--- src/hw/rtl/rdmfp_pkg.sv ---
// shared types and constants of the rdm frame parser
package rdmfp_pkg;

  localparam logic [7:0] RDM_MIN_LEN = 8'd24;
  localparam logic [7:0] START_CODE_RESET = 8'd204;
  localparam logic [7:0] SUB_START_CODE_RESET = 8'd1;

  // configuration register indexes
  localparam logic CFG_START_CODE = 1'b0;
  localparam logic CFG_SUB_START_CODE = 1'b1;

  // result kinds
  localparam logic KIND_PARAM = 1'b0;
  localparam logic KIND_VERDICT = 1'b1;

  typedef struct packed {
    logic        result_kind;
    logic        valid_res;
    logic [47:0] dst_uid;
    logic [47:0] src_uid;
    logic [7:0]  transaction_num;
    logic [7:0]  port_id;
    logic [7:0]  message_count;
    logic [15:0] sub_dev;
    logic [7:0]  command_class;
    logic [15:0] parameter_id;
    logic [7:0]  parameter_length;
    logic [7:0]  param_byte;
  } result_t;

  // handoff from the parse stage to the output register
  typedef struct packed {
    logic    load;
    result_t res;
  } res_push_t;

endpackage

--- src/hw/rtl/rdmfp_core.sv ---
// input register, frame state and per-byte parse logic
module rdmfp_core (
  input  logic                clk_i,
  input  logic                rst_ni,
  input  logic                in_valid_i,
  output logic                in_ready_o,
  input  logic [7:0]          data_byte_i,
  input  logic                buffer_end_i,
  input  logic                cfg_we_i,
  input  logic                cfg_index_i,
  input  logic [7:0]          cfg_wdata_i,
  input  logic                out_free_i,
  output rdmfp_pkg::res_push_t push_o
);

  typedef enum logic {
    PH_RECEIVING,
    PH_IGNORING
  } phase_e;

  logic       in_valid_q;
  logic [7:0] in_byte_q;
  logic       in_end_q;

  logic [7:0]  start_code_q;
  logic [7:0]  sub_start_code_q;
  phase_e      phase_q, phase_d;
  logic [8:0]  pos_q, pos_d;
  logic [7:0]  ml_q, ml_d;
  logic [7:0]  pdl_q, pdl_d;
  logic [15:0] sum_q, sum_d;
  logic [7:0]  chk_hi_q, chk_hi_d;
  logic [47:0] dest_q, dest_d;
  logic [47:0] src_q, src_d;
  logic [63:0] hdr_q, hdr_d;

  logic fail, done, ok, param, verdict, emit, step, restart;
  rdmfp_pkg::result_t res;

  always_comb begin
    fail     = 1'b0;
    done     = 1'b0;
    ok       = 1'b0;
    param    = 1'b0;
    ml_d     = ml_q;
    pdl_d    = pdl_q;
    chk_hi_d = chk_hi_q;
    dest_d   = dest_q;
    src_d    = src_q;
    hdr_d    = hdr_q;
    sum_d    = sum_q;
    if ((pos_q < 9'd3) || (pos_q < {1'b0, ml_q})) begin
      sum_d = sum_q + {8'h00, in_byte_q};
    end
    if (pos_q == 9'd0) begin
      fail = (in_byte_q != start_code_q);
    end else if (pos_q == 9'd1) begin
      fail = (in_byte_q != sub_start_code_q);
    end else if (pos_q == 9'd2) begin
      ml_d = in_byte_q;
      fail = (in_byte_q < rdmfp_pkg::RDM_MIN_LEN);
    end else if (pos_q < 9'd9) begin
      dest_d = {dest_q[39:0], in_byte_q};
    end else if (pos_q < 9'd15) begin
      src_d = {src_q[39:0], in_byte_q};
    end else if (pos_q < 9'd23) begin
      hdr_d = {hdr_q[55:0], in_byte_q};
    end else if (pos_q == 9'd23) begin
      pdl_d = in_byte_q;
      fail  = (ml_q != (rdmfp_pkg::RDM_MIN_LEN + in_byte_q));
    end else if (pos_q < {1'b0, ml_q}) begin
      param = 1'b1;
    end else if (pos_q == {1'b0, ml_q}) begin
      chk_hi_d = in_byte_q;
    end else begin
      done = 1'b1;
      ok   = ({chk_hi_q, in_byte_q} == sum_q);
    end
  end

  assign verdict = fail || done;

  always_comb begin
    res = '0;
    if (verdict || in_end_q) begin
      res.result_kind = rdmfp_pkg::KIND_VERDICT;
      if (verdict && ok && !fail) begin
        res.valid_res        = 1'b1;
        res.dst_uid          = dest_q;
        res.src_uid          = src_q;
        res.transaction_num  = hdr_q[63:56];
        res.port_id          = hdr_q[55:48];
        res.message_count    = hdr_q[47:40];
        res.sub_dev          = hdr_q[39:24];
        res.command_class    = hdr_q[23:16];
        res.parameter_id     = hdr_q[15:0];
        res.parameter_length = pdl_q;
      end
    end else begin
      res.result_kind = rdmfp_pkg::KIND_PARAM;
      res.param_byte  = in_byte_q;
    end
  end

  assign emit       = (phase_q == PH_RECEIVING) && (verdict || in_end_q || param);
  assign step       = in_valid_q && (!emit || out_free_i);
  assign in_ready_o = !in_valid_q || step;
  assign restart    = in_end_q;

  assign push_o.load = step && emit;
  assign push_o.res  = res;

  always_comb begin
    phase_d = phase_q;
    pos_d   = pos_q;
    if (phase_q == PH_RECEIVING) begin
      if (verdict) begin
        phase_d = PH_IGNORING;
      end else begin
        pos_d = pos_q + 9'd1;
      end
    end
    // buffer end always starts a fresh frame
    if (restart) begin
      phase_d = PH_RECEIVING;
      pos_d   = '0;
    end
  end

  always_ff @(posedge clk_i or negedge rst_ni) begin
    if (!rst_ni) begin
      in_valid_q <= 1'b0;
    end else if (in_ready_o) begin
      in_valid_q <= in_valid_i;
    end
  end

  always_ff @(posedge clk_i) begin
    if (in_ready_o && in_valid_i) begin
      in_byte_q <= data_byte_i;
      in_end_q  <= buffer_end_i;
    end
  end

  always_ff @(posedge clk_i or negedge rst_ni) begin
    if (!rst_ni) begin
      start_code_q     <= rdmfp_pkg::START_CODE_RESET;
      sub_start_code_q <= rdmfp_pkg::SUB_START_CODE_RESET;
    end else if (cfg_we_i) begin
      case (cfg_index_i)
        rdmfp_pkg::CFG_START_CODE:     start_code_q     <= cfg_wdata_i;
        rdmfp_pkg::CFG_SUB_START_CODE: sub_start_code_q <= cfg_wdata_i;
        default: ;
      endcase
    end
  end

  always_ff @(posedge clk_i or negedge rst_ni) begin
    if (!rst_ni) begin
      phase_q <= PH_RECEIVING;
      pos_q   <= '0;
      sum_q   <= '0;
      ml_q    <= '0;
    end else if (step) begin
      phase_q <= phase_d;
      pos_q   <= pos_d;
      if (restart) begin
        sum_q <= '0;
        ml_q  <= '0;
      end else if (phase_q == PH_RECEIVING) begin
        sum_q <= sum_d;
        ml_q  <= ml_d;
      end
    end
  end

  // header payload is fully rewritten before any accepted verdict reads it
  always_ff @(posedge clk_i) begin
    if (step && (phase_q == PH_RECEIVING)) begin
      pdl_q    <= pdl_d;
      chk_hi_q <= chk_hi_d;
      dest_q   <= dest_d;
      src_q    <= src_d;
      hdr_q    <= hdr_d;
    end
  end

endmodule

--- src/hw/rtl/rdmfp_out_reg.sv ---
// result register between the parse stage and the output channel
module rdmfp_out_reg (
  input  logic                  clk_i,
  input  logic                  rst_ni,
  input  rdmfp_pkg::res_push_t  push_i,
  output logic                  out_free_o,
  output logic                  out_valid_o,
  input  logic                  out_ready_i,
  output rdmfp_pkg::result_t    res_o
);

  logic               valid_q;
  rdmfp_pkg::result_t res_q;

  assign out_free_o  = !valid_q || out_ready_i;
  assign out_valid_o = valid_q;
  assign res_o       = res_q;

  always_ff @(posedge clk_i or negedge rst_ni) begin
    if (!rst_ni) begin
      valid_q <= 1'b0;
    end else if (out_free_o) begin
      valid_q <= push_i.load;
    end
  end

  always_ff @(posedge clk_i) begin
    if (out_free_o && push_i.load) begin
      res_q <= push_i.res;
    end
  end

endmodule

--- src/hw/rtl/rdm_frame_parser.sv ---
// rdm frame parser top level
// Takes one buffer byte per transfer and reports parameter bytes as they arrive and one
// verdict per frame (start codes, message length, parameter length and 16-bit checksum),
// carrying the decoded header when the frame is good. One byte per cycle is sustained while
// the output accepts: a byte waits in the input register, where the frame state is updated,
// and its result, if any, is then registered in the output register. A stalled output holds
// the input register once a byte that produces a result is waiting behind it. Start code
// writes apply to the next compare; write them while no transfer is in flight.
module rdm_frame_parser (
  input  logic        clk_i,
  input  logic        rst_ni,
  input  logic        in_valid_i,
  output logic        in_ready_o,
  input  logic [7:0]  data_byte_i,
  input  logic        buffer_end_i,
  input  logic        cfg_we_i,
  input  logic        cfg_index_i,
  input  logic [7:0]  cfg_wdata_i,
  output logic        out_valid_o,
  input  logic        out_ready_i,
  output logic        result_kind_o,
  output logic        valid_res_o,
  output logic [47:0] dst_uid_o,
  output logic [47:0] src_uid_o,
  output logic [7:0]  transaction_num_o,
  output logic [7:0]  port_id_o,
  output logic [7:0]  message_count_o,
  output logic [15:0] sub_dev_o,
  output logic [7:0]  command_class_o,
  output logic [15:0] parameter_id_o,
  output logic [7:0]  parameter_length_o,
  output logic [7:0]  param_byte_o
);

  rdmfp_pkg::res_push_t push;
  rdmfp_pkg::result_t   res;
  logic                 out_free;

  rdmfp_core u_core (
    .clk_i        (clk_i),
    .rst_ni       (rst_ni),
    .in_valid_i   (in_valid_i),
    .in_ready_o   (in_ready_o),
    .data_byte_i  (data_byte_i),
    .buffer_end_i (buffer_end_i),
    .cfg_we_i     (cfg_we_i),
    .cfg_index_i  (cfg_index_i),
    .cfg_wdata_i  (cfg_wdata_i),
    .out_free_i   (out_free),
    .push_o       (push)
  );

  rdmfp_out_reg u_out_reg (
    .clk_i       (clk_i),
    .rst_ni      (rst_ni),
    .push_i      (push),
    .out_free_o  (out_free),
    .out_valid_o (out_valid_o),
    .out_ready_i (out_ready_i),
    .res_o       (res)
  );

  assign result_kind_o      = res.result_kind;
  assign valid_res_o        = res.valid_res;
  assign dst_uid_o          = res.dst_uid;
  assign src_uid_o          = res.src_uid;
  assign transaction_num_o  = res.transaction_num;
  assign port_id_o          = res.port_id;
  assign message_count_o    = res.message_count;
  assign sub_dev_o          = res.sub_dev;
  assign command_class_o    = res.command_class;
  assign parameter_id_o     = res.parameter_id;
  assign parameter_length_o = res.parameter_length;
  assign param_byte_o       = res.param_byte;

endmodule

--- config.mk ---
export PLATFORM = sky130hd
export DESIGN_NAME = rdm_frame_parser
export DESIGN_NICKNAME = d
export VERILOG_FILES = /design/src/hw/rtl/rdmfp_pkg.sv /design/src/hw/rtl/rdmfp_core.sv /design/src/hw/rtl/rdmfp_out_reg.sv /design/src/hw/rtl/rdm_frame_parser.sv
export SDC_FILE = /design/constraint.sdc
export NUM_CORES = 1
export LEC_CHECK = 0
export BUFFER_PORTS_ARGS = -buffer_cell sky130_fd_sc_hd__buf_2
export CAP_MARGIN = 20
export CORE_ASPECT_RATIO = 0.7
export CORE_MARGIN = 10
export CORE_UTILIZATION = 40
export CTS_CLUSTER_SIZE = 8
export DETAILED_ROUTE_END_ITERATION = 6
export SYNTH_ARGS = -nofsm -noshare
export SYNTH_HDL_FRONTEND = slang
export SYNTH_SLANG_ARGS = --single-unit
--- constraint.sdc ---
create_clock -name clk_i -period 13.9 [get_ports clk_i]
set_clock_uncertainty 0.2 [all_clocks]
set_input_delay 1.39 -clock clk_i [delete_from_list [all_inputs] [get_ports clk_i]]
set_output_delay 1.39 -clock clk_i [all_outputs]
set_load 0.03 [all_outputs]
==> results of run 1 <==
-- per-stage QoR --
step / power (uW) / worst slack (ns)
final: 3825 / 8.701
after global routing: 3997 / 8.336
after CTS: 3867 / 8.587
after detailed placement: 2582 / 8.596
after global placement: 2573 / 8.795
after floorplan: 2316 / 4.015
-- cell usage after synthesis (12+ instances only) --
cell	n
dfrtp_1	47
o21ai_0	18
a21oi_1	16
ha_1	21
mux2_2	17
nor3_1	13
and2_1	175
nand3_1	13
nand2_1	30
inv_1	22
a211oi_1	12
xnor2_1	23
clkbuf_1	31
nor2_1	23
nand2b_1	13
edfxtp_1	363
-- kinds of logic after synthesis --
kind of cell             count (synthesis)
AND/OR/NAND/NOR                        309
flip-flops                             415
adder cells (fa/ha/maj)                 22
multiplexers                            27
AO/OA/AOI/OAI                          113
buffers and inverters                   58
XOR/XNOR                                34
-- power by group through the flow --
stage          Clock, uW  Sequential, uW  Combinational (uW)
6_report            1280            1730                 824
5_1_grt             1370            1750                 884
2_1_floorplan          0            2040                 280
4_1_cts             1310            1730                 827
3_5_place_dp           0            1760                 826
3_3_place_gp           0            1750                 821
-- state kept, by name (all words and copies together) (netlist names), 9 cells and up --
name,count
u_out_reg.res_o,178
u_core.pos_q,9
u_core.src_q,48
u_core.dest_q,48
u_core.sum_q,16
u_core.hdr_q,64
-- routing by layer --
layer	track usage [%]	vias up	share of wire, %
met5	0	-	0
met4	3.746	0	1.3
met3	3.181	38	5.7
met2	22.38	242	47
met1	19.42	4216	46
li1	-	4131	-
-- how the worst min path moves through the flow --
stage                      startpoint                 to  slack (ns)  cells past startpoint
floorplan            u_core.dest_q[2]  u_core.dest_q[10]        0.22                      0
global placement     u_core.hdr_q[31]   u_core.hdr_q[39]        0.22                      0
detailed placement  u_core.dest_q[35]  u_core.dest_q[43]        0.22                      0
CTS                  u_core.hdr_q[30]   u_core.hdr_q[38]        0.22                      0
global route         u_core.hdr_q[30]   u_core.hdr_q[38]        0.23                      0
finish               u_core.hdr_q[30]   u_core.hdr_q[38]        0.23                      0
-- final cells by class --
class | instances | area [sq um]
clock buffer | 104 | 1603
clock inverter | 3 | 76.32
fill | 3384 | 20230
inverter | 22 | 82.58
multi-input combinational | 505 | 3535
sequential | 415 | 12210
tap | 535 | 669.4
timing repair buffer | 216 | 1136
==> key figures, run 1 <==
Power and ir drop
  • Sw frac: 32.04%
  • Combinational Power Share: 21.5%
  • Clock power frac: 33.3%
  • Int Power: 2600 uW
  • PwrDens: 198.1 nW/um^2
  • Lkg Pwr: 0.007249 uW
  • Seq pwr share: 45.1%
  • Peak supply drop: 99.60 uV
  • Net Sw Power: 1226 uW

STA
  • # setup viols final: 0
  • Final Hold Viols: 0
  • RSZ-0062 raised after global routing: no
  • Crit path time final: 5.199 ns
  • Slew headroom: 33.66%
  • Worst-Margin Slew: 0.9919 ns
  • Pins Over Slew Limit: 0
  • Achievable Freq: 192.4 MHz
  • Period utilization: 37.40%
  • TNS Setup: 0 ns
  • Hold WS: 0.2310 ns

Setup path
  • Buf/Inv on CP: 2
  • CP endpoint kind: register
  • Worst stage delay on the critical path: 0.89 ns
  • Critical Path Sink: u_out_reg.res_o[155]
  • Crit path from: u_core.in_byte_q[3]
  • R2R depth: 10
  • R2R setup slack: 8.70 ns
  • Crit path max fanout: 73
  • Reg2reg end: u_out_reg.res_o[155]
  • CP top delay family: simple AND/OR/NAND/NOR gates
  • Startpoint types: register
  • RR Startpoint: u_core.in_byte_q[3]
  • WP data required: 13.89 ns
  • Critical path depth in cells: 10
  • WP data arrival: 5.19 ns
  • CP Cell Sequence: inv_1 > ha_1 > xor2_1 > nand3_1 > nor4_1 > o2111ai_1 > a21boi_2 > o21ai_0 > nor3_4 > buf_4
  • Slowest-stage cell, CP: nor3_4
  • Critical path class: reg2reg

Final layout
  • Share of cells above drive strength 1: 24.66%
  • Util after Layout: 48.84%
  • Final instance area: 19310 sq um
  • Layout area overhead: 21.22%
  • Final nets: 1262
  • Most frequent cells in the layout: edfxtp_1, buf_2, and2_1
  • # diodes: 0
  • Commonest non-fill, non-tap cell in the layout: edfxtp_1
  • Final Non-Filler Cells: 1800

Detailed routing
  • # DRC: 0
  • WL final: 35150 um
  • Vias: 8627
  • Detailed Routing Iterations Pass 1: 5
  • Antenna-violating nets left: 0
  • DR WL/cell: 19.53 um
  • Vias/cell: 4.793
  • Drt first-iter violations: 720

Die
  • CORE AREA: 39540 sq um
  • Ports: 203
  • Num rows: 61
  • Initial Util: 40.29%
  • Die Y: 187.0 um
  • Die width: 258.5 um
  • Die footprint: 48330 sq um

Logic synthesis
  • Xor/xnor share of the synthesized area: 1.869%
  • Cells after Synth: 978
  • Post-synth cell types: 61
  • Compound-Gate Fraction of Synth Area: 5.255%
  • Number of synthesized flops with an enable pin: 363
  • Top post-synthesis cells by area: edfxtp_1, dfrtp_1, and2_1
  • Mean Syn Cell Area: 16.29 sq um
  • Post-synthesis net count: 1023
  • YS warnings: 0
  • Multiplexer share of the synthesized area: 1.830%
  • Cell accounting for the most synthesized area: edfxtp_1
  • Largest family of logic cells by synthesized area: simple AND/OR/NAND/NOR gates
  • Asr flop ratio synth: 12.53%
  • Seq cells post-synth: 415
  • Syn Std Cell Area: 15930 sq um
  • Part of the Yosys area used for sequential elements: 76.64%
  • Primary FF master, synth: edfxtp_1
  • Yosys top cell area share: 68.43%
  • Adder-cell share of the synthesized area: 1.775%
  • Post-Synth Simple-Gate Area: 11.22%

GRT
  • Largest net degree at the start of global routing: 118
  • Total global-route track usage: 14.17%
  • Antenna violations before repair: 0
  • Total gr overflow: 0
  • Vias in the first global route: 8794
  • First-pass GRT wire length: 53630 um

CTS
  • Post_cts resized: 0
  • Htree depth: 2
  • CTS tree: yes
  • Root buf cell: clkbuf_16
  • Clock latency on the worst-skew pair: 0.58 ns
  • Post-CTS Hold Buffers: 0
  • Clk buf depth: 3
  • Total CTS buffers: 57
  • Reg clk slew, reported paths: 0.05 ns
  • CTS Sinks: 415
  • Postcts setup bufs: 0

Place
  • Detail Placement HPWL: 23510 um
  • IO buf count: 202
  • DP Cell Count: 1692
  • DP Area: 17600 sq um
  • Placer congestion estimate: 0.8775

Outcome
  • Outcome: complete, no violations

Job
  • Max Cap Viol: 0

Worst hold path
  • Hold WC Path Type: reg2reg
(Power assumes the default switching activity.)
==> run 2, diff against run 1 <==
--- a/config.mk
+++ b/config.mk
@@ -5,6 +5,7 @@
 export SDC_FILE = /design/constraint.sdc
 export NUM_CORES = 1
 export LEC_CHECK = 0
+export ABC_AREA = 1
 export BUFFER_PORTS_ARGS = -buffer_cell sky130_fd_sc_hd__buf_2
 export CAP_MARGIN = 20
 export CORE_ASPECT_RATIO = 0.7
==> constraint.sdc (replaced) <==
create_clock -name clk_i -period 4.9 [get_ports clk_i]
set_clock_uncertainty 0.2 [all_clocks]
set_input_delay 0.49 -clock clk_i [delete_from_list [all_inputs] [get_ports clk_i]]
set_output_delay 0.49 -clock clk_i [all_outputs]
set_load 0.03 [all_outputs]
==> run 2 against run 1 <==
Fmax up 33%. Non-clock buffer count up 22. Area after synthesis increased by 3.0%. Via count up 15%. Final cell count grew 18%. Highest routed layer unchanged. Die area grew 2.7%.
==> key figures, run 2 <==
Outcome
  • Outcome: complete, no violations

Detailed routing
  • DR WL/cell: 17.44 um (-11%)
  • Vias: 9921 (+15%)
  • Detailed Routing Iterations Pass 1: 5 (unchanged)
  • Antenna-violating nets left: 0 (unchanged)
  • Vias/cell: 4.660 (-2.8%)
  • # DRC: 0 (unchanged)
  • Drt first-iter violations: 775 (+7.6%)
  • WL final: 37120 um (+5.6%)

STA
  • Final Hold Viols: 0 (unchanged)
  • # setup viols final: 0 (unchanged)
  • Achievable Freq: 256.6 MHz (+33%)
  • Pins Over Slew Limit: 0 (unchanged)
  • Worst-Margin Slew: 0.8525 ns (-0.1394 ns)
  • Slew headroom: 43.17% (+9.5 points)
  • TNS Setup: 0 ns (unchanged)
  • Period utilization: 79.54% (+42 points)
  • Crit path time final: 3.898 ns (-1.301 ns)
  • RSZ-0062 raised after global routing: no

Die
  • Die Y: 189.5 um (+1.3%)
  • Ports: 203 (unchanged)
  • Die footprint: 49650 sq um (+2.7%)
  • Die width: 262.1 um (+1.4%)
  • Initial Util: 40.95% (+0.66 points)
  • Num rows: 61 (unchanged)
  • CORE AREA: 40070 sq um (+1.4%)

Place
  • IO buf count: 202 (unchanged)
  • Placer congestion estimate: 0.8672 (-1.2%)
  • Detail Placement HPWL: 25240 um (+7.4%)

Job
  • Max Cap Viol: 0 (unchanged)

CTS
  • Root buf cell: clkbuf_16
  • Htree depth: 2 (unchanged)
  • Reg clk slew, reported paths: 0.06 ns (about the same)
  • CTS tree: yes
  • CTS Sinks: 415 (unchanged)
  • Clk buf depth: 3 (unchanged)
  • Postcts setup bufs: 0 (unchanged)
  • Clock latency on the worst-skew pair: 0.58 ns (about the same)
  • Total CTS buffers: 57 (unchanged)

Final layout
  • Largest register FFs: 178 (unchanged)
  • Layout area overhead: 21.47%
  • Commonest non-fill, non-tap cell in the layout: edfxtp_1
  • Filler cells: 3495 (+3.3%)
  • Final nets: 1619 (+28%)
  • Most frequent cells in the layout: edfxtp_1, nor2_1, inv_1
  • Share of cells above drive strength 1: 20.89% (-3.8 points)
  • Util after Layout: 49.74% (+0.90 points)
  • # diodes: 0 (unchanged)

Power and ir drop
  • Peak supply drop: 338.7 uV (+240%)
  • Lkg Pwr: 0.008571 uW (+18%)
  • Clock power frac: 30.6% (-2.7 points)
  • Combinational Power Share: 24.8% (+3.3 points)
  • Seq pwr share: 44.6% (-0.5 points)
  • Net Sw Power: 3850 uW (+210%)
  • Sw frac: 33.89% (+1.9 points)
  • PwrDens: 569.9 nW/um^2 (+190%)
  • Int Power: 7509 uW (+190%)

Worst hold path
  • Hold WC Path Type: in2reg

Logic synthesis
  • YS warnings: 0 (unchanged)
  • Syn Std Cell Area: 16410 sq um (+3.0%)
  • Post-synth top cells: edfxtp_1, nor2_1, inv_1
  • Asr flop ratio synth: 12.53% (unchanged)
  • Post-synth cell types: 49 (-20%)
  • Primary FF master, synth: edfxtp_1
  • Mean Syn Cell Area: 12.49 sq um (-23%)
  • Cells after Synth: 1314 (+34%)
  • Part of the Yosys area used for sequential elements: 74.40% (-2.2 points)
  • Number of synthesized flops with an enable pin: 363 (unchanged)
  • Yosys top cell area share: 66.43% (-2.0 points)
  • Most common cell in the netlist: edfxtp_1
  • Post-synthesis net count: 1359 (+33%)
  • Top post-synthesis cells by area: edfxtp_1, dfrtp_1, nor2_1
  • Cell accounting for the most synthesized area: edfxtp_1
  • Seq cells post-synth: 415 (unchanged)

GRT
  • First-pass GRT wire length: 57480 um (+7.2%)
  • Vias in the first global route: 9837 (+12%)
  • Total global-route track usage: 14.76% (+0.59 points)
  • Antenna violations before repair: 0 (unchanged)
  • Largest net degree at the start of global routing: 108 (-8.5%)
  • Total gr overflow: 0 (unchanged)

Setup path
  • Crit path max fanout: 48 (-34%)
  • Critical path class: reg2reg
  • CP endpoint kind: register
  • WP data required: 4.91 ns (-8.98 ns)
  • WP data arrival: 3.90 ns (-1.29 ns)
  • Startpoint types: register
## run 2: changes by cell type after synthesis, sizes merged, moves of 17 or more
cell / change
and2: -175
nand4: +35
mux2: -17
nor2: +223
clkbuf: -18
inv: +220
nand2: +139
buf: +19
## run 2: path summary, 6_finish.rpt
path | depth (start not counted) | slack (ns) | start | endpoint
setup / recovery | 16 | 1.00 | u_core.in_byte_q[1] | u_core.dest_q[37]
hold / removal | 3 | 0.02 | cfg_wdata_i[1] | u_core.start_code_q[1]
setup reg to reg | 16 | 1.00 | u_core.in_byte_q[1] | u_core.dest_q[37]
hold reg to reg | 0 | 0.23 | u_core.hdr_q[0] | u_core.hdr_q[8]
max in group asynchronous | 3 | 3.58 | rst_ni | u_core.pos_q[4]
min in group asynchronous | 3 | 0.40 | rst_ni | u_core.ml_q[1]
## run 2: power groups by stage
stage	Clock, uW	Combinational [uW]	Sequential [uW]
global route	3730	3050	5130
detailed placement	0	2840	5140
finish	3480	2820	5070
global placement	0	2840	5130
CTS	3570	2860	5080
floorplan	0	961	6030
## run 2: area by class of cell
class	instances	area, sq um	share of cell area [%]
timing repair buffer	238	1404	7.043
tap	535	669.4	3.358
clock inverter	3	76.32	0.3829
inverter	243	920.9	4.620
clock buffer	76	1498	7.514
multi-input combinational	619	3153	15.82
sequential	415	12210	61.26
## run 2: timing repair
item,4_1_cts,5_1_grt
gates resized for setup,0,0
hold buffers,19,0
hold endpoints to repair,72,0
## run 2: per-stage QoR
step                      instances  instance area [sq um]  worst slack (ns)  power [uW]  hold slack, ns
final                          2129                  19930             1.002       11360         0.02255
after global routing           2129                  19930            0.6877       11910         0.02460
after CTS                      2129                  19930            0.9808       11520        0.003884
after detailed placement       2031                  18170            0.9795        7974          0.2321
after global placement         2031                  18170             1.046        7968          0.2310
after floorplan                1314                  16450           -0.1502        6989       -0.005591
## run 2: cell families (layout without fill, tap and decap cells)
family / count (synthesis) / count (layout) / synth area share, %
AND/OR/NAND/NOR: 512 / 512 / 13.32
buffers and inverters: 280 / 560 / 6.703
flip-flops: 415 / 415 / 74.40
AO/OA/AOI/OAI: 58 / 58 / 2.410
XOR/XNOR: 27 / 27 / 1.441
adder cells (fa/ha/maj): 22 / 22 / 1.723
## run 2: metal layers
metal | part of all wire, % | GRT usage, % | routed length (um)
met5 | 0 | 0 | 0
met4 | 1.8 | 4.322 | 686
met3 | 7.6 | 3.308 | 2832
met2 | 45 | 22.49 | 16660
met1 | 46 | 20.75 | 16940
## run 2: worst max-delay path: stages (launching register included)
cell and delay (ns):
edfxtp_1 0.75, inv_2 0.10, nand2_1 0.08, nand2_1 0.06
nor2_1 0.10, nand2_1 0.05, nor2_1 0.10, nand3_1 0.10
nand3_1 0.08, nand2_1 0.07, a21oi_2 0.19, nand4_2 0.12
nand3_2 0.10, buf_4 0.42, nand3_1 0.31, nor2_4 0.16
buf_4 0.51
